==> config.mk <==
export PLATFORM = sky130hd
export DESIGN_NAME = text_stream_visualizer_numberer
export DESIGN_NICKNAME = d
export VERILOG_FILES = /design/src/tsvn_pkg.sv /design/src/tsvn_cfg.sv /design/src/tsvn_front.sv /design/src/tsvn_queue.sv /design/src/tsvn_back.sv /design/src/text_stream_visualizer_numberer.sv
export SDC_FILE = /design/constraint.sdc
export NUM_CORES = 1
export LEC_CHECK = 0
export ABC_AREA = 1
export BUFFER_PORTS_ARGS = -buffer_cell sky130_fd_sc_hd__buf_2
export CORE_ASPECT_RATIO = 1.4
export CORE_MARGIN = 10
export CORE_UTILIZATION = 30
export CTS_CLUSTER_SIZE = 10
export DETAILED_ROUTE_END_ITERATION = 10
export SYNTH_ARGS = -nofsm -noshare
export SYNTH_HDL_FRONTEND = slang
export SYNTH_SLANG_ARGS = --single-unit
export TNS_END_PERCENT = 20
==> constraint.sdc <==
create_clock -name i_clk -period 15.5 [get_ports i_clk]
set_input_delay 2.325 -clock i_clk [delete_from_list [all_inputs] [get_ports i_clk]]
set_output_delay 2.325 -clock i_clk [all_outputs]
set_load 0.01 [all_outputs]
==> src/tsvn_pkg.sv <==
// ----------------------------------------------------------------------------
// tsvn_pkg: shared types and constants of the text stream numberer
// Register codes, character codes, the config bundle and the job word that
// travels from the classifying front end to the expanding back end.
// ----------------------------------------------------------------------------
package tsvn_pkg;

    localparam int NUMBER_FIELD_WIDTH_DEF = 6;
    localparam int COUNT_DIGITS_DEF       = 10;
    localparam int MAX_COUNT_DIGITS       = 16;
    localparam int BCD_W                  = 4 * MAX_COUNT_DIGITS;

    // At most this many output words per input word
    localparam int MAX_RES    = 15;
    localparam int POS_W      = $clog2(MAX_RES);
    // Holds the longest uncapped expansion (16 digits, tab, four tail bytes)
    localparam int LEN_W      = 5;

    localparam int TAIL_N     = 4;
    localparam int TAIL_IW    = $clog2(TAIL_N);
    localparam int TAIL_LEN_W = 3;

    localparam int Q_DEPTH    = 2;

    localparam int PADDR_W    = 5;
    localparam int PDATA_W    = 32;
    localparam int BYTE_W     = 8;

    // 2^32 - 1 as BCD: the count wraps to zero after this value
    localparam logic [39:0] WRAP_BCD = 40'h42_9496_7295;

    typedef enum logic [2:0] {
        REG_NUMBER_LINES     = 3'd0,
        REG_NUMBER_NONBLANK  = 3'd1,
        REG_MARK_LINE_ENDS   = 3'd2,
        REG_SQUEEZE_BLANK    = 3'd3,
        REG_SHOW_TABS        = 3'd4,
        REG_SHOW_NONPRINTING = 3'd5
    } t_reg_idx;

    typedef enum logic [1:0] {
        NUM_NONE  = 2'd0,
        NUM_COUNT = 2'd1,
        NUM_PAD   = 2'd2
    } t_num_mode;

    typedef struct packed {
        logic number_lines;
        logic number_nonblank_only;
        logic mark_line_ends;
        logic squeeze_blank;
        logic show_tabs;
        logic show_nonprinting;
    } t_cfg;

    typedef struct packed {
        t_num_mode                       num_mode;
        logic [BCD_W-1:0]                bcd;
        logic [TAIL_N-1:0][BYTE_W-1:0]   tail;
        logic [TAIL_LEN_W-1:0]           tail_len;
    } t_job;

    localparam logic [7:0] CH_TAB    = 8'h09;
    localparam logic [7:0] CH_NL     = 8'h0A;
    localparam logic [7:0] CH_SPACE  = 8'h20;
    localparam logic [7:0] CH_DOLLAR = 8'h24;
    localparam logic [7:0] CH_DASH   = 8'h2D;
    localparam logic [7:0] CH_QMARK  = 8'h3F;
    localparam logic [7:0] CH_I      = 8'h49;
    localparam logic [7:0] CH_M      = 8'h4D;
    localparam logic [7:0] CH_CARET  = 8'h5E;
    localparam logic [7:0] CH_DEL    = 8'h7F;
    localparam logic [3:0] CH_DIGIT_HI = 4'h3;

endpackage

==> src/tsvn_cfg.sv <==
// ----------------------------------------------------------------------------
// tsvn_cfg: configuration registers
// APB-style register file with six one-bit mode flags at word addresses.
// ----------------------------------------------------------------------------
module tsvn_cfg (
    input  logic                           i_clk,
    input  logic                           i_rst_n,
    input  logic                           psel,
    input  logic                           penable,
    input  logic                           pwrite,
    input  logic [tsvn_pkg::PADDR_W-1:0]   paddr,
    input  logic [tsvn_pkg::PDATA_W-1:0]   pwdata,
    output logic [tsvn_pkg::PDATA_W-1:0]   prdata,
    output logic                           pready,
    output tsvn_pkg::t_cfg                 o_cfg
);

    tsvn_pkg::t_cfg     r_cfg;
    tsvn_pkg::t_reg_idx w_idx;
    logic               w_wr;
    logic               w_bit;

    assign pready = 1'b1;
    assign w_idx  = tsvn_pkg::t_reg_idx'(paddr[tsvn_pkg::PADDR_W-1:2]);
    assign w_wr   = psel && penable && pwrite;
    assign o_cfg  = r_cfg;

    always_comb begin
        unique case (w_idx)
            tsvn_pkg::REG_NUMBER_LINES:     w_bit = r_cfg.number_lines;
            tsvn_pkg::REG_NUMBER_NONBLANK:  w_bit = r_cfg.number_nonblank_only;
            tsvn_pkg::REG_MARK_LINE_ENDS:   w_bit = r_cfg.mark_line_ends;
            tsvn_pkg::REG_SQUEEZE_BLANK:    w_bit = r_cfg.squeeze_blank;
            tsvn_pkg::REG_SHOW_TABS:        w_bit = r_cfg.show_tabs;
            tsvn_pkg::REG_SHOW_NONPRINTING: w_bit = r_cfg.show_nonprinting;
            default:                        w_bit = 1'b0;
        endcase
        prdata = {{(tsvn_pkg::PDATA_W-1){1'b0}}, w_bit};
    end

    always_ff @(posedge i_clk) begin
        if (!i_rst_n) begin
            r_cfg <= '0;
        end else if (w_wr) begin
            unique case (w_idx)
                tsvn_pkg::REG_NUMBER_LINES:     r_cfg.number_lines         <= pwdata[0];
                tsvn_pkg::REG_NUMBER_NONBLANK:  r_cfg.number_nonblank_only <= pwdata[0];
                tsvn_pkg::REG_MARK_LINE_ENDS:   r_cfg.mark_line_ends       <= pwdata[0];
                tsvn_pkg::REG_SQUEEZE_BLANK:    r_cfg.squeeze_blank        <= pwdata[0];
                tsvn_pkg::REG_SHOW_TABS:        r_cfg.show_tabs            <= pwdata[0];
                tsvn_pkg::REG_SHOW_NONPRINTING: r_cfg.show_nonprinting     <= pwdata[0];
                default: ;
            endcase
        end
    end

endmodule

==> src/tsvn_front.sv <==
// ----------------------------------------------------------------------------
// tsvn_front: input classifier
// Tracks line start, squeeze mark and the BCD line count; turns each input
// word into a job (number kind, count snapshot, rendered tail bytes).
// ----------------------------------------------------------------------------
module tsvn_front #(
    parameter int COUNT_DIGITS       = tsvn_pkg::COUNT_DIGITS_DEF
) (
    input  logic                          i_clk,
    input  logic                          i_rst_n,
    input  tsvn_pkg::t_cfg                i_cfg,
    input  logic                          i_s_tvalid,
    output logic                          o_s_tready,
    input  logic [tsvn_pkg::BYTE_W-1:0]   i_s_tdata,
    input  logic                          i_s_tuser,
    input  logic                          i_q_full,
    output logic                          o_push,
    output tsvn_pkg::t_job                o_job
);

    localparam int  CW      = 4 * COUNT_DIGITS;
    localparam bit  WRAP_EN = (COUNT_DIGITS >= 10);
    localparam logic [CW-1:0] WRAP_AT =
        WRAP_EN ? CW'(tsvn_pkg::WRAP_BCD) : '0;

    logic          r_als;
    logic          r_blank;
    logic [CW-1:0] r_cnt;

    logic          w_acc, w_nl, w_nl_like, w_drop;
    logic          w_als_eff, w_blank_eff, w_blank_nxt;
    logic [CW-1:0] w_cnt_eff, w_cnt_inc;
    logic          w_carry;
    logic [3:0]    w_dig;
    logic [6:0]    w_low;
    logic [1:0]    w_base;
    logic          w_ctrl;
    tsvn_pkg::t_num_mode                              w_mode;
    logic [tsvn_pkg::TAIL_N-1:0][tsvn_pkg::BYTE_W-1:0] w_tail;
    logic [tsvn_pkg::TAIL_LEN_W-1:0]                  w_tlen;

    assign o_s_tready = !i_q_full;
    assign w_acc      = i_s_tvalid && !i_q_full;
    assign w_nl       = (i_s_tdata == tsvn_pkg::CH_NL);
    // A high newline shown as M-^J still ends the line
    assign w_nl_like  = w_nl ||
        (i_cfg.show_nonprinting && i_s_tdata == {1'b1, tsvn_pkg::CH_NL[6:0]});

    // First word of a file restarts the line state before it is classified
    assign w_als_eff   = i_s_tuser || r_als;
    assign w_blank_eff = !i_s_tuser && r_blank;
    assign w_cnt_eff   = i_s_tuser ? '0 : r_cnt;

    // BCD increment, wrapping after 2^32 - 1 or at the digit limit
    always_comb begin
        w_carry   = 1'b1;
        w_cnt_inc = w_cnt_eff;
        w_dig     = '0;
        for (int i = 0; i < COUNT_DIGITS; i++) begin
            w_dig = w_cnt_eff[4*i +: 4];
            if (w_carry) begin
                w_cnt_inc[4*i +: 4] = (w_dig == 4'd9) ? 4'd0 : w_dig + 4'd1;
            end
            w_carry = w_carry && (w_dig == 4'd9);
        end
        if (WRAP_EN && w_cnt_eff == WRAP_AT) begin
            w_cnt_inc = '0;
        end
    end

    always_comb begin
        w_drop      = w_als_eff && i_cfg.squeeze_blank && w_nl && w_blank_eff;
        w_blank_nxt = w_blank_eff;
        if (w_als_eff && i_cfg.squeeze_blank) begin
            w_blank_nxt = w_nl;
        end
        w_mode = tsvn_pkg::NUM_NONE;
        if (w_als_eff && i_cfg.number_lines) begin
            if (!i_cfg.number_nonblank_only || !w_nl) begin
                w_mode = tsvn_pkg::NUM_COUNT;
            end else if (i_cfg.mark_line_ends) begin
                w_mode = tsvn_pkg::NUM_PAD;
            end
        end
    end

    // Render the byte itself
    always_comb begin
        w_tail    = '0;
        w_tail[0] = i_s_tdata;
        w_tlen    = 3'd1;
        w_low     = i_s_tdata[6:0];
        w_base    = i_s_tdata[7] ? 2'd2 : 2'd0;
        w_ctrl    = (w_low < 7'h20) || (w_low == tsvn_pkg::CH_DEL[6:0]);
        if (w_nl) begin
            if (i_cfg.mark_line_ends) begin
                w_tail[0] = tsvn_pkg::CH_DOLLAR;
                w_tail[1] = tsvn_pkg::CH_NL;
                w_tlen    = 3'd2;
            end
        end else if (i_s_tdata == tsvn_pkg::CH_TAB) begin
            if (i_cfg.show_tabs) begin
                w_tail[0] = tsvn_pkg::CH_CARET;
                w_tail[1] = tsvn_pkg::CH_I;
                w_tlen    = 3'd2;
            end
        end else if (i_cfg.show_nonprinting) begin
            if (i_s_tdata[7]) begin
                w_tail[0] = tsvn_pkg::CH_M;
                w_tail[1] = tsvn_pkg::CH_DASH;
            end
            if (w_ctrl) begin
                w_tail[w_base]         = tsvn_pkg::CH_CARET;
                w_tail[w_base + 2'd1]  = (w_low == tsvn_pkg::CH_DEL[6:0]) ?
                                         tsvn_pkg::CH_QMARK : {2'b01, w_low[5:0]};
                w_tlen                 = {1'b0, w_base} + 3'd2;
            end else begin
                w_tail[w_base] = {1'b0, w_low};
                w_tlen         = {1'b0, w_base} + 3'd1;
            end
        end
    end

    assign o_push         = w_acc && !w_drop;
    assign o_job.num_mode = w_mode;
    assign o_job.bcd      = tsvn_pkg::BCD_W'(w_cnt_inc);
    assign o_job.tail     = w_tail;
    assign o_job.tail_len = w_tlen;

    always_ff @(posedge i_clk) begin
        if (!i_rst_n) begin
            r_als   <= 1'b1;
            r_blank <= 1'b0;
            r_cnt   <= '0;
        end else if (w_acc) begin
            r_blank <= w_blank_nxt;
            // A squeezed newline is not counted
            r_cnt   <= (!w_drop && w_mode == tsvn_pkg::NUM_COUNT) ? w_cnt_inc : w_cnt_eff;
            // A squeezed newline leaves the block at line start
            r_als   <= w_drop ? 1'b1 : w_nl_like;
        end
    end

endmodule

==> src/tsvn_queue.sv <==
// ----------------------------------------------------------------------------
// tsvn_queue: job queue
// Short FIFO of jobs between the classifier and the expander.
// ----------------------------------------------------------------------------
module tsvn_queue (
    input  logic            i_clk,
    input  logic            i_rst_n,
    input  logic            i_push,
    input  tsvn_pkg::t_job  i_job,
    input  logic            i_pop,
    output logic            o_full,
    output logic            o_valid,
    output tsvn_pkg::t_job  o_job
);

    localparam int DEPTH = tsvn_pkg::Q_DEPTH;
    localparam int PW    = $clog2(DEPTH);
    localparam int CNT_W = $clog2(DEPTH + 1);

    tsvn_pkg::t_job   r_mem [DEPTH];
    logic [PW-1:0]    r_wr, r_rd;
    logic [CNT_W-1:0] r_count;
    logic             w_push, w_pop;

    assign o_full  = (r_count == CNT_W'(DEPTH));
    assign o_valid = (r_count != '0);
    assign o_job   = r_mem[r_rd];
    assign w_push  = i_push && !o_full;
    assign w_pop   = i_pop && o_valid;

    always_ff @(posedge i_clk) begin
        if (w_push) begin
            r_mem[r_wr] <= i_job;
        end
    end

    always_ff @(posedge i_clk) begin
        if (!i_rst_n) begin
            r_wr    <= '0;
            r_rd    <= '0;
            r_count <= '0;
        end else begin
            if (w_push) begin
                r_wr <= (r_wr == PW'(DEPTH - 1)) ? '0 : r_wr + 1'b1;
            end
            if (w_pop) begin
                r_rd <= (r_rd == PW'(DEPTH - 1)) ? '0 : r_rd + 1'b1;
            end
            unique case ({w_push, w_pop})
                2'b10:   r_count <= r_count + 1'b1;
                2'b01:   r_count <= r_count - 1'b1;
                default: r_count <= r_count;
            endcase
        end
    end

endmodule

==> src/tsvn_back.sv <==
// ----------------------------------------------------------------------------
// tsvn_back: output expander
// Walks the head job one word per cycle unless m_tready stalls it: padding,
// digits, tab, then rendered tail bytes; drives the registered output stream.
// ----------------------------------------------------------------------------
module tsvn_back #(
    parameter int NUMBER_FIELD_WIDTH = tsvn_pkg::NUMBER_FIELD_WIDTH_DEF,
    parameter int COUNT_DIGITS       = tsvn_pkg::COUNT_DIGITS_DEF
) (
    input  logic                          i_clk,
    input  logic                          i_rst_n,
    input  logic                          i_q_valid,
    input  tsvn_pkg::t_job                i_job,
    output logic                          o_pop,
    output logic                          o_m_tvalid,
    input  logic                          i_m_tready,
    output logic [tsvn_pkg::BYTE_W-1:0]   o_m_tdata,
    output logic                          o_m_tlast
);

    localparam int LW     = tsvn_pkg::LEN_W;
    localparam int SIG_W  = $clog2(COUNT_DIGITS + 1);
    localparam int DIG_IW = $clog2(COUNT_DIGITS);
    localparam logic [LW-1:0] FW = LW'(NUMBER_FIELD_WIDTH);

    logic [tsvn_pkg::POS_W-1:0]  r_pos;
    logic                        r_valid;
    logic [tsvn_pkg::BYTE_W-1:0] r_byte;
    logic                        r_last;

    logic [3:0]        w_digits [COUNT_DIGITS];
    logic [SIG_W-1:0]  w_sig;
    logic [LW-1:0]     w_sig5, w_pad, w_nsig, w_lnum, w_total, w_last_pos, w_pos5;
    logic [LW-1:0]     w_didx_full, w_tidx_full;
    logic [DIG_IW-1:0] w_didx;
    logic [tsvn_pkg::BYTE_W-1:0] w_byte;
    logic              w_is_last, w_step;

    // Significant digits: highest nonzero digit, at least one
    always_comb begin
        w_sig = SIG_W'(1);
        for (int i = 0; i < COUNT_DIGITS; i++) begin
            w_digits[i] = i_job.bcd[4*i +: 4];
            if (w_digits[i] != 4'd0) begin
                w_sig = SIG_W'(i + 1);
            end
        end
        w_sig5 = LW'(w_sig);
    end

    always_comb begin
        unique case (i_job.num_mode)
            tsvn_pkg::NUM_COUNT: begin
                w_pad  = (FW > w_sig5) ? FW - w_sig5 : '0;
                w_nsig = w_sig5;
            end
            tsvn_pkg::NUM_PAD: begin
                w_pad  = FW;
                w_nsig = '0;
            end
            default: begin
                w_pad  = '0;
                w_nsig = '0;
            end
        endcase
        w_lnum = (i_job.num_mode == tsvn_pkg::NUM_NONE) ? '0 : w_pad + w_nsig + LW'(1);
        w_total    = w_lnum + LW'(i_job.tail_len);
        // Drop whatever falls past the result limit
        w_last_pos = (w_total > LW'(tsvn_pkg::MAX_RES)) ?
                     LW'(tsvn_pkg::MAX_RES - 1) : w_total - LW'(1);
        w_pos5      = LW'(r_pos);
        w_didx_full = w_pad + w_nsig - LW'(1) - w_pos5;
        w_didx      = w_didx_full[DIG_IW-1:0];
        w_tidx_full = w_pos5 - w_lnum;
        if (w_pos5 < w_lnum) begin
            if (w_pos5 < w_pad) begin
                w_byte = tsvn_pkg::CH_SPACE;
            end else if (w_pos5 < w_pad + w_nsig) begin
                w_byte = {tsvn_pkg::CH_DIGIT_HI, w_digits[w_didx]};
            end else begin
                w_byte = tsvn_pkg::CH_TAB;
            end
        end else begin
            w_byte = i_job.tail[w_tidx_full[tsvn_pkg::TAIL_IW-1:0]];
        end
        w_is_last = (w_pos5 == w_last_pos);
    end

    assign w_step     = i_q_valid && (!r_valid || i_m_tready);
    assign o_pop      = w_step && w_is_last;
    assign o_m_tvalid = r_valid;
    assign o_m_tdata  = r_byte;
    assign o_m_tlast  = r_last;

    always_ff @(posedge i_clk) begin
        if (!i_rst_n) begin
            r_valid <= 1'b0;
            r_pos   <= '0;
        end else begin
            if (w_step) begin
                r_valid <= 1'b1;
                r_pos   <= w_is_last ? '0 : r_pos + 1'b1;
            end else if (i_m_tready) begin
                r_valid <= 1'b0;
            end
        end
    end

    always_ff @(posedge i_clk) begin
        if (w_step) begin
            r_byte <= w_byte;
            r_last <= w_is_last;
        end
    end

endmodule

==> src/text_stream_visualizer_numberer.sv <==
// ----------------------------------------------------------------------------
// text_stream_visualizer_numberer: line numbering and visible-character filter
// Byte stream in, expanded byte stream out, with an APB register file.
// ----------------------------------------------------------------------------
// Usage:
//   Slave stream: one text byte per word on s_tdata; s_tuser marks the first
//   byte of a file and restarts the line count, squeeze mark and line start.
//   Master stream: one output byte per word on m_tdata; m_tlast flags the
//   final word caused by an input word. A squeezed blank line yields none.
//   Config: six one-bit flags at byte addresses 0, 4, .. 20; write them only
//   while the block is idle. pready is tied high, prdata reads back a flag.
// Timing:
//   An accepted input word is written into the job queue; the expander then
//   renders its output words into the registered output stage.
//   The expander emits one word per cycle while m_tready is high, so plain bytes
//   stream at one word per cycle in both directions; an input word that expands
//   to N words (line number, escapes, up to 15 words) holds the expander until
//   its last word, and the two-entry job queue then fills and drops s_tready.
// Reset: synchronous, active low; clears flags, empties queue and output,
//   sets line start, clears the count. No clearing pass is needed.
// Stall: when m_tready is low the output word holds, the expander waits,
//   and the front keeps accepting until the job queue is full.
// ----------------------------------------------------------------------------
module text_stream_visualizer_numberer #(
    parameter int NUMBER_FIELD_WIDTH = tsvn_pkg::NUMBER_FIELD_WIDTH_DEF,
    parameter int COUNT_DIGITS       = tsvn_pkg::COUNT_DIGITS_DEF
) (
    input  logic                          i_clk,
    input  logic                          i_rst_n,
    // Slave stream
    input  logic                          s_tvalid,
    output logic                          s_tready,
    input  logic [tsvn_pkg::BYTE_W-1:0]   s_tdata,   // [7:0] in_byte
    input  logic                          s_tuser,   // [0] first_of_file
    // Master stream
    output logic                          m_tvalid,
    input  logic                          m_tready,
    output logic [tsvn_pkg::BYTE_W-1:0]   m_tdata,   // [7:0] out_byte
    output logic                          m_tlast,
    // Register port
    input  logic                          psel,
    input  logic                          penable,
    input  logic                          pwrite,
    input  logic [tsvn_pkg::PADDR_W-1:0]  paddr,
    input  logic [tsvn_pkg::PDATA_W-1:0]  pwdata,
    output logic [tsvn_pkg::PDATA_W-1:0]  prdata,
    output logic                          pready
);

    tsvn_pkg::t_cfg w_cfg;
    tsvn_pkg::t_job w_push_job, w_head_job;
    logic           w_push, w_pop, w_q_full, w_q_valid;

    // Mode flags
    tsvn_cfg u_cfg (
        .i_clk   (i_clk),
        .i_rst_n (i_rst_n),
        .psel    (psel),
        .penable (penable),
        .pwrite  (pwrite),
        .paddr   (paddr),
        .pwdata  (pwdata),
        .prdata  (prdata),
        .pready  (pready),
        .o_cfg   (w_cfg)
    );

    // Classify each accepted byte and advance the line state
    tsvn_front #(
        .COUNT_DIGITS       (COUNT_DIGITS)
    ) u_front (
        .i_clk      (i_clk),
        .i_rst_n    (i_rst_n),
        .i_cfg      (w_cfg),
        .i_s_tvalid (s_tvalid),
        .o_s_tready (s_tready),
        .i_s_tdata  (s_tdata),
        .i_s_tuser  (s_tuser),
        .i_q_full   (w_q_full),
        .o_push     (w_push),
        .o_job      (w_push_job)
    );

    // Decouple front and back so each side stalls on its own
    tsvn_queue u_queue (
        .i_clk   (i_clk),
        .i_rst_n (i_rst_n),
        .i_push  (w_push),
        .i_job   (w_push_job),
        .i_pop   (w_pop),
        .o_full  (w_q_full),
        .o_valid (w_q_valid),
        .o_job   (w_head_job)
    );

    // Expand the head job into output words
    tsvn_back #(
        .NUMBER_FIELD_WIDTH (NUMBER_FIELD_WIDTH),
        .COUNT_DIGITS       (COUNT_DIGITS)
    ) u_back (
        .i_clk      (i_clk),
        .i_rst_n    (i_rst_n),
        .i_q_valid  (w_q_valid),
        .i_job      (w_head_job),
        .o_pop      (w_pop),
        .o_m_tvalid (m_tvalid),
        .i_m_tready (m_tready),
        .o_m_tdata  (m_tdata),
        .o_m_tlast  (m_tlast)
    );

endmodule

==> results.txt, run 1 <==
status - finished clean
setup_tns - 0 ns
Post-synth EDFFs - 157
Vias/cell - 4.82
total power - 1770 uW
initial antenna violation count - 1
Global Route Usage Sum - 0.119
share of the synthesized area in the top cell type - 0.383
core area - 0.0405 sq mm
Mapped Area - 0.0123 sq mm
maximum capacitance violations - 0
detailed-route via count - 9941
die area - 0.0497 sq mm
H-tree level count - 1
root buffer cell - clkbuf_16
final period utilization - 0.445
hold depth - 2
kind of end point of the critical path - flip-flop
Crit path required time - 15.93 ns
most used cell, CP - nand2_1
Buffers on Ports - 31
vias in the first global route - 9216
Post-DRT Antenna Nets - 0
worst vdd ir - 0.0710 mV
leakage - 0.00538 uW
DR WL/cell - 14.8 um
Synth Area per Inst - 8.22 sq um
std cell rows - 87
Worst-Skew Late Latency - 0.54 ns
ANT cells - 0
GRT overflow - 0
final setup fails - 0
layout cell share with drive strength beyond 1 - 0.0805
clk sinks - 215
Max Fclk - 145 MHz
Die Y - 260 um
top_reg_cell synth - edfxtp_1
CP max stage delay - 0.63 ns
Tmin final - 6.89 ns
die boundary width - 191 um
Synth cell types - 54
hold_sp - u_front.r_cnt[28]$_SDFFE_PN0P_
Placer Congestion - 0.856
First-pass DRT Iterations - 5
CTS buffer count - 25
PD cells - 131 mW/mm^2
post-CTS sizing - 0
clock slew at reported path FFs - 0.06 ns
most common cell in the netlist - nand2_1
residual DRC count - 0
Rel. slew slack - 0.349
Yosys reg bits - 215
path type of the worst min-delay path - reg2reg
ys async rst share - 0
largest net degree at the start of global routing - 80
startpoint types - flip-flop
Max Slew Vio Count - 0
DP HPWL - 21500 um
Setup Fix Bufs, Post-CTS - 0
CTS max path bufs - 3
R2R setup slack - 8.61 ns
Cells after Synth - 1499
Worst-Margin Slew - 0.975 ns
list of most frequent post-synthesis cells - nand2_1 (270), inv_1 (210), nor2_1 (168)
P&R area growth vs syn - 9.92%
global-route wire length before repair - 47900 um
final WL - 30500 um
TritonCTS clock tree - yes
final hold vios - 0
Final Skew - 0.0136 ns
Initial Util - 0.304
fin nets - 1602
RSZ-0062 raised after global routing - no
slowest library cell on the worst path - fa_1
critical path arrival - 7.32 ns
Synth Warn # - 0
biggest area consumer among synthesized cells - edfxtp_1
io pins - 97
Post-CTS Hold Fix Bufs - 0
reg2reg path depth - 33
Seq/Total Area, Yosys - 0.477
DRT iter0 DRCs - 587
Crit Path Max Fanout - 79
WS Path Type - reg2reg
Synth area leaders - edfxtp_1 (38%), dfxtp_1 (9.4%), nand2_1 (8.2%), inv_1 (6.4%), nor2_1 (5.1%)
final timing paths:
check,endpoint
max,u_queue.r_count[1]$_SDFFE_PN0P_
min,u_front.r_cnt[28]$_SDFFE_PN0P_
max reg2reg,u_queue.r_count[1]$_SDFFE_PN0P_
min reg2reg,u_front.r_cnt[28]$_SDFFE_PN0P_
sequential cells by signal, summed over array words and instances, names as in the netlist, named ones only:
name	flops
u_front.r_cnt	40
u_back.o_m_tvalid	1
u_queue.r_mem	148
u_cfg.o_cfg	6
u_queue.r_rd	1
u_back.o_m_tdata	8
u_back.o_m_tlast	1
u_queue.r_count	2
u_back.r_pos	4
u_queue.r_wr	1
u_front.r_als	1
u_front.r_blank	1
through the flow:
step,instance area [sq um],hold slack [ns],utilization,cells,worst slack [ns]
6_report,13500,0.464,0.334,2062,8.61
5_1_grt,13500,0.482,0.334,2062,8.00
4_1_cts,13500,0.465,0.334,2062,8.58
3_5_place_dp,12800,0.456,0.317,2017,8.61
3_3_place_gp,12800,0.452,0.317,2017,8.74
2_1_floorplan,12400,0.445,-,1531,8.76
cell families (layout without fill, tap and decap cells):
| family | after synthesis | in the layout | share of synthesized area |
|---|---|---|---|
| AO/OA/AOI/OAI | 313 | 313 | 0.146 |
| XOR/XNOR | 13 | 13 | 0.00924 |
| adder cells (fa/ha/maj) | 39 | 39 | 0.0414 |
| buffers and inverters | 313 | 310 | 0.111 |
| flip-flops | 215 | 215 | 0.477 |
| other | 2 | 34 | 0.000610 |
| AND/OR/NAND/NOR | 604 | 604 | 0.215 |
critical path: cells and delay by family (launching register included):
family	cells	cell delay (ns)
AO/OA/AOI/OAI	6	1.00
adder cells (fa/ha/maj)	7	2.36
buffers and inverters	6	1.13
flip-flops	1	0.35
AND/OR/NAND/NOR	14	1.85
layout make-up:
| cell class | count | area (sq um) |
|---|---|---|
| Multi-Input combinational cell | 1003 | 5220 |
| Fill cell | 4205 | 27000 |
| Clock buffer | 43 | 693 |
| Tap cell | 534 | 668 |
| Clock inverter | 2 | 23.8 |
| Timing Repair Buffer | 37 | 200 |
| Sequential cell | 215 | 5880 |
| Inverter | 228 | 860 |
layer usage:
layer | share of wire | up-vias | track usage
met5 | 0.00023 | - | 0
met4 | 0.029 | 2 | 0.0444
met3 | 0.051 | 52 | 0.0145
met2 | 0.53 | 247 | 0.225
met1 | 0.39 | 4645 | 0.132
li1 | - | 4995 | -
cell usage in the layout, fill, tap and decap left out, drive strengths merged, types with 10 or more instances in the layout:
master	n
a211oi	11
edfxtp	157
nand3	57
clkinv	10
nand2	284
nor2	181
o211ai	24
conb	34
o21ai	129
nand4	24
or2	10
clkbuf	43
buf	37
inv	220
dfxtp	58
o22ai	12
nor4	13
ha	36
nor3	33
a21oi	103
where the power goes:
| group | internal, uW | switching, uW |
|---|---|---|
| logic | 170 | 379 |
| registers | 676 | 15.1 |
| clock network | 303 | 227 |
| total | 1150 | 622 |
No activity file was read; power rests on OpenSTA's default activity.
==> inputs of run 2 (changes only) <==
==> constraint.sdc (replaced) <==
create_clock -name i_clk -period 6.3 [get_ports i_clk]
set_input_delay 0.945 -clock i_clk [delete_from_list [all_inputs] [get_ports i_clk]]
set_output_delay 0.945 -clock i_clk [all_outputs]
set_load 0.01 [all_outputs]
==> run 2 against run 1 <==
Maximum frequency grew 16%. Worst setup slack worse by 8.3 ns. Highest routed layer unchanged. Utilization up 1.6 points. Non-clock buffer count up 38. Final area up 4.9%.
==> results.txt, run 2 (synthesis gave the netlist of run 1 again) <==
final hold vios - 0
Initial Util - 0.304
met3 GRT Util - 0.0163
final WL - 31700 um
layout cell share with drive strength beyond 1 - 0.138
H-tree level count - 1
First-pass DRT Iterations - 5
DP HPWL - 21800 um
Worst-Skew Late Latency - 0.54 ns
global-route wire length before repair - 48300 um
Crit path required time - 6.73 ns
Post-DRT Antenna Nets - 0
DR WL/cell - 15.1 um
slowest library cell on the worst path - fa_2
final period utilization - 0.947
die boundary width - 191 um
Vias/cell - 4.77
status - finished clean
post-place setup slack - 0.108 ns
Placer Congestion - 0.905
vias in the first global route - 9660
R2R setup slack - 0.34 ns
path type of the worst min-delay path - reg2reg
Final Skew - 0.0227 ns
reg2reg path depth - 41
CP max stage delay - 0.56 ns
Max Fclk - 168 MHz
ANT cells - 0
critical path arrival - 6.39 ns
GRT overflow - 0
Buffers on Ports - 31
DRT iter0 DRCs - 511
Critical Path End - u_queue.r_count[1]$_SDFFE_PN0P_
Post-CTS Hold Fix Bufs - 0
initial antenna violation count - 1
most frequent cells in the layout - nand2_1 (253), inv_1 (203), nor2_1 (159)
Global Route Usage Sum - 0.119
Max Slew Vio Count - 0
clock slew at reported path FFs - 0.06 ns
Worst R2R End - u_queue.r_count[1]$_SDFFE_PN0P_
hold depth - 2
leakage - 0.00568 uW
most common cell after layout, fill and taps aside - nand2_1
setup slack after layout - 0.336 ns
CTS buffer count - 26
fin nets - 1641
clk sinks - 215
Worst-Margin Slew - 1.03 ns
Die Y - 260 um
die area - 0.0497 sq mm
Rel. slew slack - 0.314
GRT busiest layer - met2
max FFs per register - 148
core area - 0.0405 sq mm
CTS max path bufs - 3
io pins - 97
startpoint types - flip-flop
worst vdd ir - 0.213 mV
Tmin final - 5.96 ns
detailed-route via count - 10000
residual DRC count - 0
root buffer cell - clkbuf_16
GRT met2 Usage - 0.225
final setup fails - 0
maximum capacitance violations - 0
PD cells - 329 mW/mm^2
most flop-heavy register - u_queue.r_mem
std cell rows - 87
most used cell, CP - nand2_1
P&R area growth vs syn - 15.3%
Util after Layout - 0.351
largest net degree at the start of global routing - 75
Crit Path Max Fanout - 10
met1 Use GR - 0.125
kind of end point of the critical path - flip-flop
TritonCTS clock tree - yes
WS Path Type - reg2reg
[run 2: cell types whose count changed in the layout (fill, tap and decap cells not counted), sizes merged]
cell	change
clkbuf	+4
bufinv	+1
buf	+35
[run 2: area by class of cell]
type,instances,area (sq um)
fillers,4107,26300
flip-flops and latches,215,5880
multi-input cells,1003,5410
inverters,228,872
clock buffers,44,738
well taps,534,668
repair buffers,75,587
clock inverters,3,52.6
[run 2: critical path: cells and delay by family, from the launching register on]
kind                     cells  cell delay, ns
AND/OR/NAND/NOR             22            2.14
adder cells (fa/ha/maj)      6            1.85
AO/OA/AOI/OAI                6            0.83
buffers and inverters        7            0.62
flip-flops                   1            0.42
[run 2: power by group]
| part | internal [uW] | switching, uW | leakage [uW] | total, uW |
|---|---|---|---|---|
| sequential | 1670 | 42.1 | 0.00198 | 1710 |
| clock | 833 | 560 | 0.000379 | 1390 |
| combinational | 545 | 1030 | 0.00332 | 1580 |
[run 2: stage by stage]
stage          total power, uW  hold slack, ns  std cells  TNS [ns]  instance area [sq um]
2_1_floorplan             2720           0.445       1531         0                  12400
3_3_place_gp              3150           0.452       2031         0                  13000
3_5_place_dp              3160           0.456       2031         0                  13000
4_1_cts                   4570           0.465       2078         0                  13700
5_1_grt                   4950           0.484       2102   -0.0970                  14200
6_report                  4680           0.463       2102         0                  14200
[run 2: how the worst min path moves through the flow]
stage | to | start
3_5_place_dp | u_front.r_cnt[36]$_SDFFE_PN0P_ | u_front.r_cnt[36]$_SDFFE_PN0P_
4_1_cts | u_front.r_cnt[36]$_SDFFE_PN0P_ | u_front.r_cnt[36]$_SDFFE_PN0P_
6_report | u_front.r_cnt[10]$_SDFFE_PN0P_ | u_front.r_cnt[10]$_SDFFE_PN0P_
5_1_grt | u_front.r_cnt[11]$_SDFFE_PN0P_ | u_front.r_cnt[11]$_SDFFE_PN0P_
2_1_floorplan | u_front.r_cnt[10]$_SDFFE_PN0P_ | u_front.r_cnt[10]$_SDFFE_PN0P_
3_3_place_gp | u_front.r_cnt[39]$_SDFFE_PN0P_ | u_front.r_cnt[39]$_SDFFE_PN0P_
[run 2: routing by layer]
metal  up-vias  share of wire
met5         -        0.00063
met4         2          0.035
met3        61          0.046
met2       222           0.53
met1      4665           0.39
li1       5068              -
[run 2: repair_timing]
| action | CTS | global route |
|---|---|---|
| setup buffers | 0 | 21 |
| gates resized for setup | 0 | 69 |
| setup endpoints to repair | 0 | 6 |
==> inputs of run 3 (changes only) <==
--- a/config.mk
+++ b/config.mk
@@ -5,7 +5,6 @@
 export SDC_FILE = /design/constraint.sdc
 export NUM_CORES = 1
 export LEC_CHECK = 0
-export ABC_AREA = 1
 export BUFFER_PORTS_ARGS = -buffer_cell sky130_fd_sc_hd__buf_2
 export CORE_ASPECT_RATIO = 1.4
 export CORE_MARGIN = 10
==> run 3 against run 2 <==
The flow now finishes with violations (negative setup slack). Largest power group is now combinational cells. Sequential power rose by 5%. Highest routed layer unchanged. Sequential share of layout area rose by 0.60 points. Synthesized cell count fell by 31%.
==> results.txt, run 3 <==
clock power share - 0.260
Worst-Skew Late Latency - 0.52 ns
cell internal pwr - 3360 uW
CTS buffer count - 25
Crit path required time - 6.74 ns
Synth Area in Compound Gates - 0.105
Die Y - 254 um
Placed Instance Area - 0.0129 sq mm
P_sw - 1590 uW
simple-gate portion of the synthesized area - 0.173
crit path launch - u_queue.r_mem[0][46]$_DFFE_PP_
R2R setup slack - -0.33 ns
CTS max path bufs - 3
Mapped Area - 0.0117 sq mm
design area - 0.0140 sq mm
CP Depth - 27
top sig layer - met5
residual DRC count - 0
leakage - 0.00514 uW
DRT iter0 DRCs - 541
Post-Place Cells - 1618
reg2reg path depth - 27
core area - 0.0385 sq mm
Placer Congestion - 0.877
fillers - 3817
GRT overflow - 0
Rel. slew slack - 0.293
detailed-route via count - 8308
ys async rst share - 0
final WL - 28700 um
hold_ws - 0.479 ns
most frequent cells in the layout - edfxtp_1 (157), nor2_1 (113), buf_4 (98)
path type of the worst min-delay path - reg2reg
Synth Warn # - 0
TritonCTS clock tree - yes
list of most frequent post-synthesis cells - edfxtp_1 (157), nor2_1 (118), nand2_1 (59)
final hold vios - 0
non-filler cells, final - 1692
kind of end point of the critical path - flip-flop
vias in the first global route - 8328
max FFs per register - 148
RSZ-0062 raised after global routing - yes
top_reg_cell synth - edfxtp_1
biggest area consumer among synthesized cells - edfxtp_1
global-route wire length before repair - 45000 um
Max Slew Vio Count - 0
most used cell, CP - ha_4
initial antenna violation count - 2
H-tree level count - 1
post-synthesis adder-cell area fraction - 0.0435
worst r2r src - u_queue.r_mem[0][46]$_DFFE_PP_
Vias/cell - 4.91
Worst R2R End - u_queue.r_count[1]$_SDFFE_PN0P_
std cell rows - 85
failing checks - negative setup slack
Buffers on Ports - 31
final period utilization - 1.05
Synth area leaders - edfxtp_1 (40%), dfxtp_1 (9.9%), mux4_2 (7.3%), ha_1 (3.8%), nor2_1 (3.8%)
Critical Path End - u_queue.r_count[1]$_SDFFE_PN0P_
die area - 0.0475 sq mm
setup slack after layout - -0.329 ns
most flop-heavy register - u_queue.r_mem
largest family of logic cells by synthesized area - simple AND/OR/NAND/NOR gates
WS Path Type - reg2reg
Max Fclk - 151 MHz
DR WL met3 - 1040 um
Final Skew - 0.0158 ns
layout cell share with drive strength beyond 1 - 0.234
worst vdd ir - 0.183 mV
status - complete, but fails checks
CP max stage delay - 0.58 ns
Top Family by Delay on Critical Path - simple AND/OR/NAND/NOR gates
multiplexer area fraction after synthesis - 0.0963
Util after Layout - 0.364
Seq/Total Area, Yosys - 0.501
Global Route Usage Sum - 0.116
clk sinks - 215
final setup fails - 2
Logic pwr share - 0.375
Post-Synth XOR/XNOR Area - 0.0306
DP HPWL - 20600 um
WP buf/inv - 3
maximum capacitance violations - 0
met1 wire length - 11500 um
clock slew at reported path FFs - 0.06 ns
Synth cell types - 85
startpoint types - flip-flop
most common cell after layout, fill and taps aside - edfxtp_1
root buffer cell - clkbuf_16
Cells after Synth - 1037
fin nets - 1243
share of the synthesized area in the top cell type - 0.402
PD cells - 354 mW/mm^2
P&R area growth vs syn - 19.4%
First-pass DRT Iterations - 4
Seq pwr share - 0.364
Post-synth EDFFs - 157
largest net degree at the start of global routing - 75
die boundary width - 187 um
Synth Area per Inst - 11.3 sq um
io pins - 97
slowest library cell on the worst path - fa_2
Post-CTS Hold Fix Bufs - 0
Initial Util - 0.305
met2 WL - 15200 um
Tmin final - 6.63 ns
switching share of power - 0.321
Crit Path Max Fanout - 3
critical path arrival - 7.07 ns
Yosys reg bits - 215
Post-DRT Antenna Nets - 0
Worst-Margin Slew - 1.05 ns
total power - 4950 uW
DR WL/cell - 17.0 um
most common cell in the netlist - edfxtp_1
[run 3: cell types whose count changed after synthesis, moves of 33 or more]
cell,previous run,this run
nand2_1,270,59
inv_1,210,43
o21ai_0,115,42
a21oi_1,101,42
nor2_1,168,118
a22oi_1,0,40
mux4_2,0,38
nand3_1,54,21
[run 3: cell families (layout without fill, tap and decap cells)]
kind of cell,after synthesis,in the layout
and+or+nand+nor,378,378
DFF,215,215
AOI/OAI and AO/OA,184,184
buffers and inverters,119,219
muxes,64,64
adders and majority gates,39,39
xor gates and xnor gates,36,36
other,2,35
[run 3: cell type report]
cell class,count,area (sq um),area share
inverter,44,170,0.0122
tap,522,653,0.0466
clock buffer,43,703,0.0502
multi-input combinational,735,5680,0.405
clock inverter,2,13.8,0.000983
timing repair buffer,130,902,0.0644
sequential,215,5880,0.420
antenna,1,2.50,0.000179
[run 3: worst min path at each step]
| stage | start | to | slack [ns] | cells after the start |
|---|---|---|---|---|
| after CTS | u_front.r_blank$_SDFFE_PN0P_ | u_front.r_blank$_SDFFE_PN0P_ | 0.48 | 2 |
| final | u_front.r_blank$_SDFFE_PN0P_ | u_front.r_blank$_SDFFE_PN0P_ | 0.48 | 2 |
| after detailed placement | u_front.r_blank$_SDFFE_PN0P_ | u_front.r_blank$_SDFFE_PN0P_ | 0.47 | 2 |
| after floorplan | u_cfg.o_cfg[5]$_SDFFE_PN0P_ | u_cfg.o_cfg[5]$_SDFFE_PN0P_ | 0.45 | 2 |
| after global placement | u_front.r_blank$_SDFFE_PN0P_ | u_front.r_blank$_SDFFE_PN0P_ | 0.46 | 2 |
| after global routing | u_cfg.o_cfg[5]$_SDFFE_PN0P_ | u_cfg.o_cfg[5]$_SDFFE_PN0P_ | 0.53 | 2 |
[run 3: worst register-to-register path, delay by kind of cell, from the launching register on]
family	cells	cell delay (ns)
AND/OR/NAND/NOR	8	2.33
adder cells (fa/ha/maj)	6	2.02
AO/OA/AOI/OAI	7	1.06
flip-flops	1	0.39
buffers and inverters	3	0.32
XOR/XNOR	2	0.27
multiplexers	1	0.19
[run 3: metal layers]
metal / GRT usage / vias up
met1: 0.128 / 4071
met5: 0 / -
li1: - / 4033
met2: 0.217 / 155
met3: 0.0155 / 47
met4: 0.0538 / 2
[run 3: power by group through the flow]
stage / Combinational [uW] / Clock [uW] / Sequential [uW]
2_1_floorplan: 1110 / 0 / 1830
3_3_place_gp: 1670 / 0 / 1830
3_5_place_dp: 1690 / 0 / 1830
4_1_cts: 1780 / 1320 / 1800
5_1_grt: 2010 / 1380 / 1820
6_report: 1860 / 1290 / 1800
[run 3: through the flow]
stage	setup TNS, ns	worst slack, ns
after global routing	-1.83	-0.572
after detailed placement	-0.753	-0.404
final	-0.528	-0.329
after floorplan	0	0.0178
after CTS	-0.580	-0.331
after global placement	-0.693	-0.388
[run 3: timing repair]
action	CTS	global route
pin swaps	16	26
gates resized for setup	16	30
buffers inserted	26	4
endpoints found under the setup margin	3	15
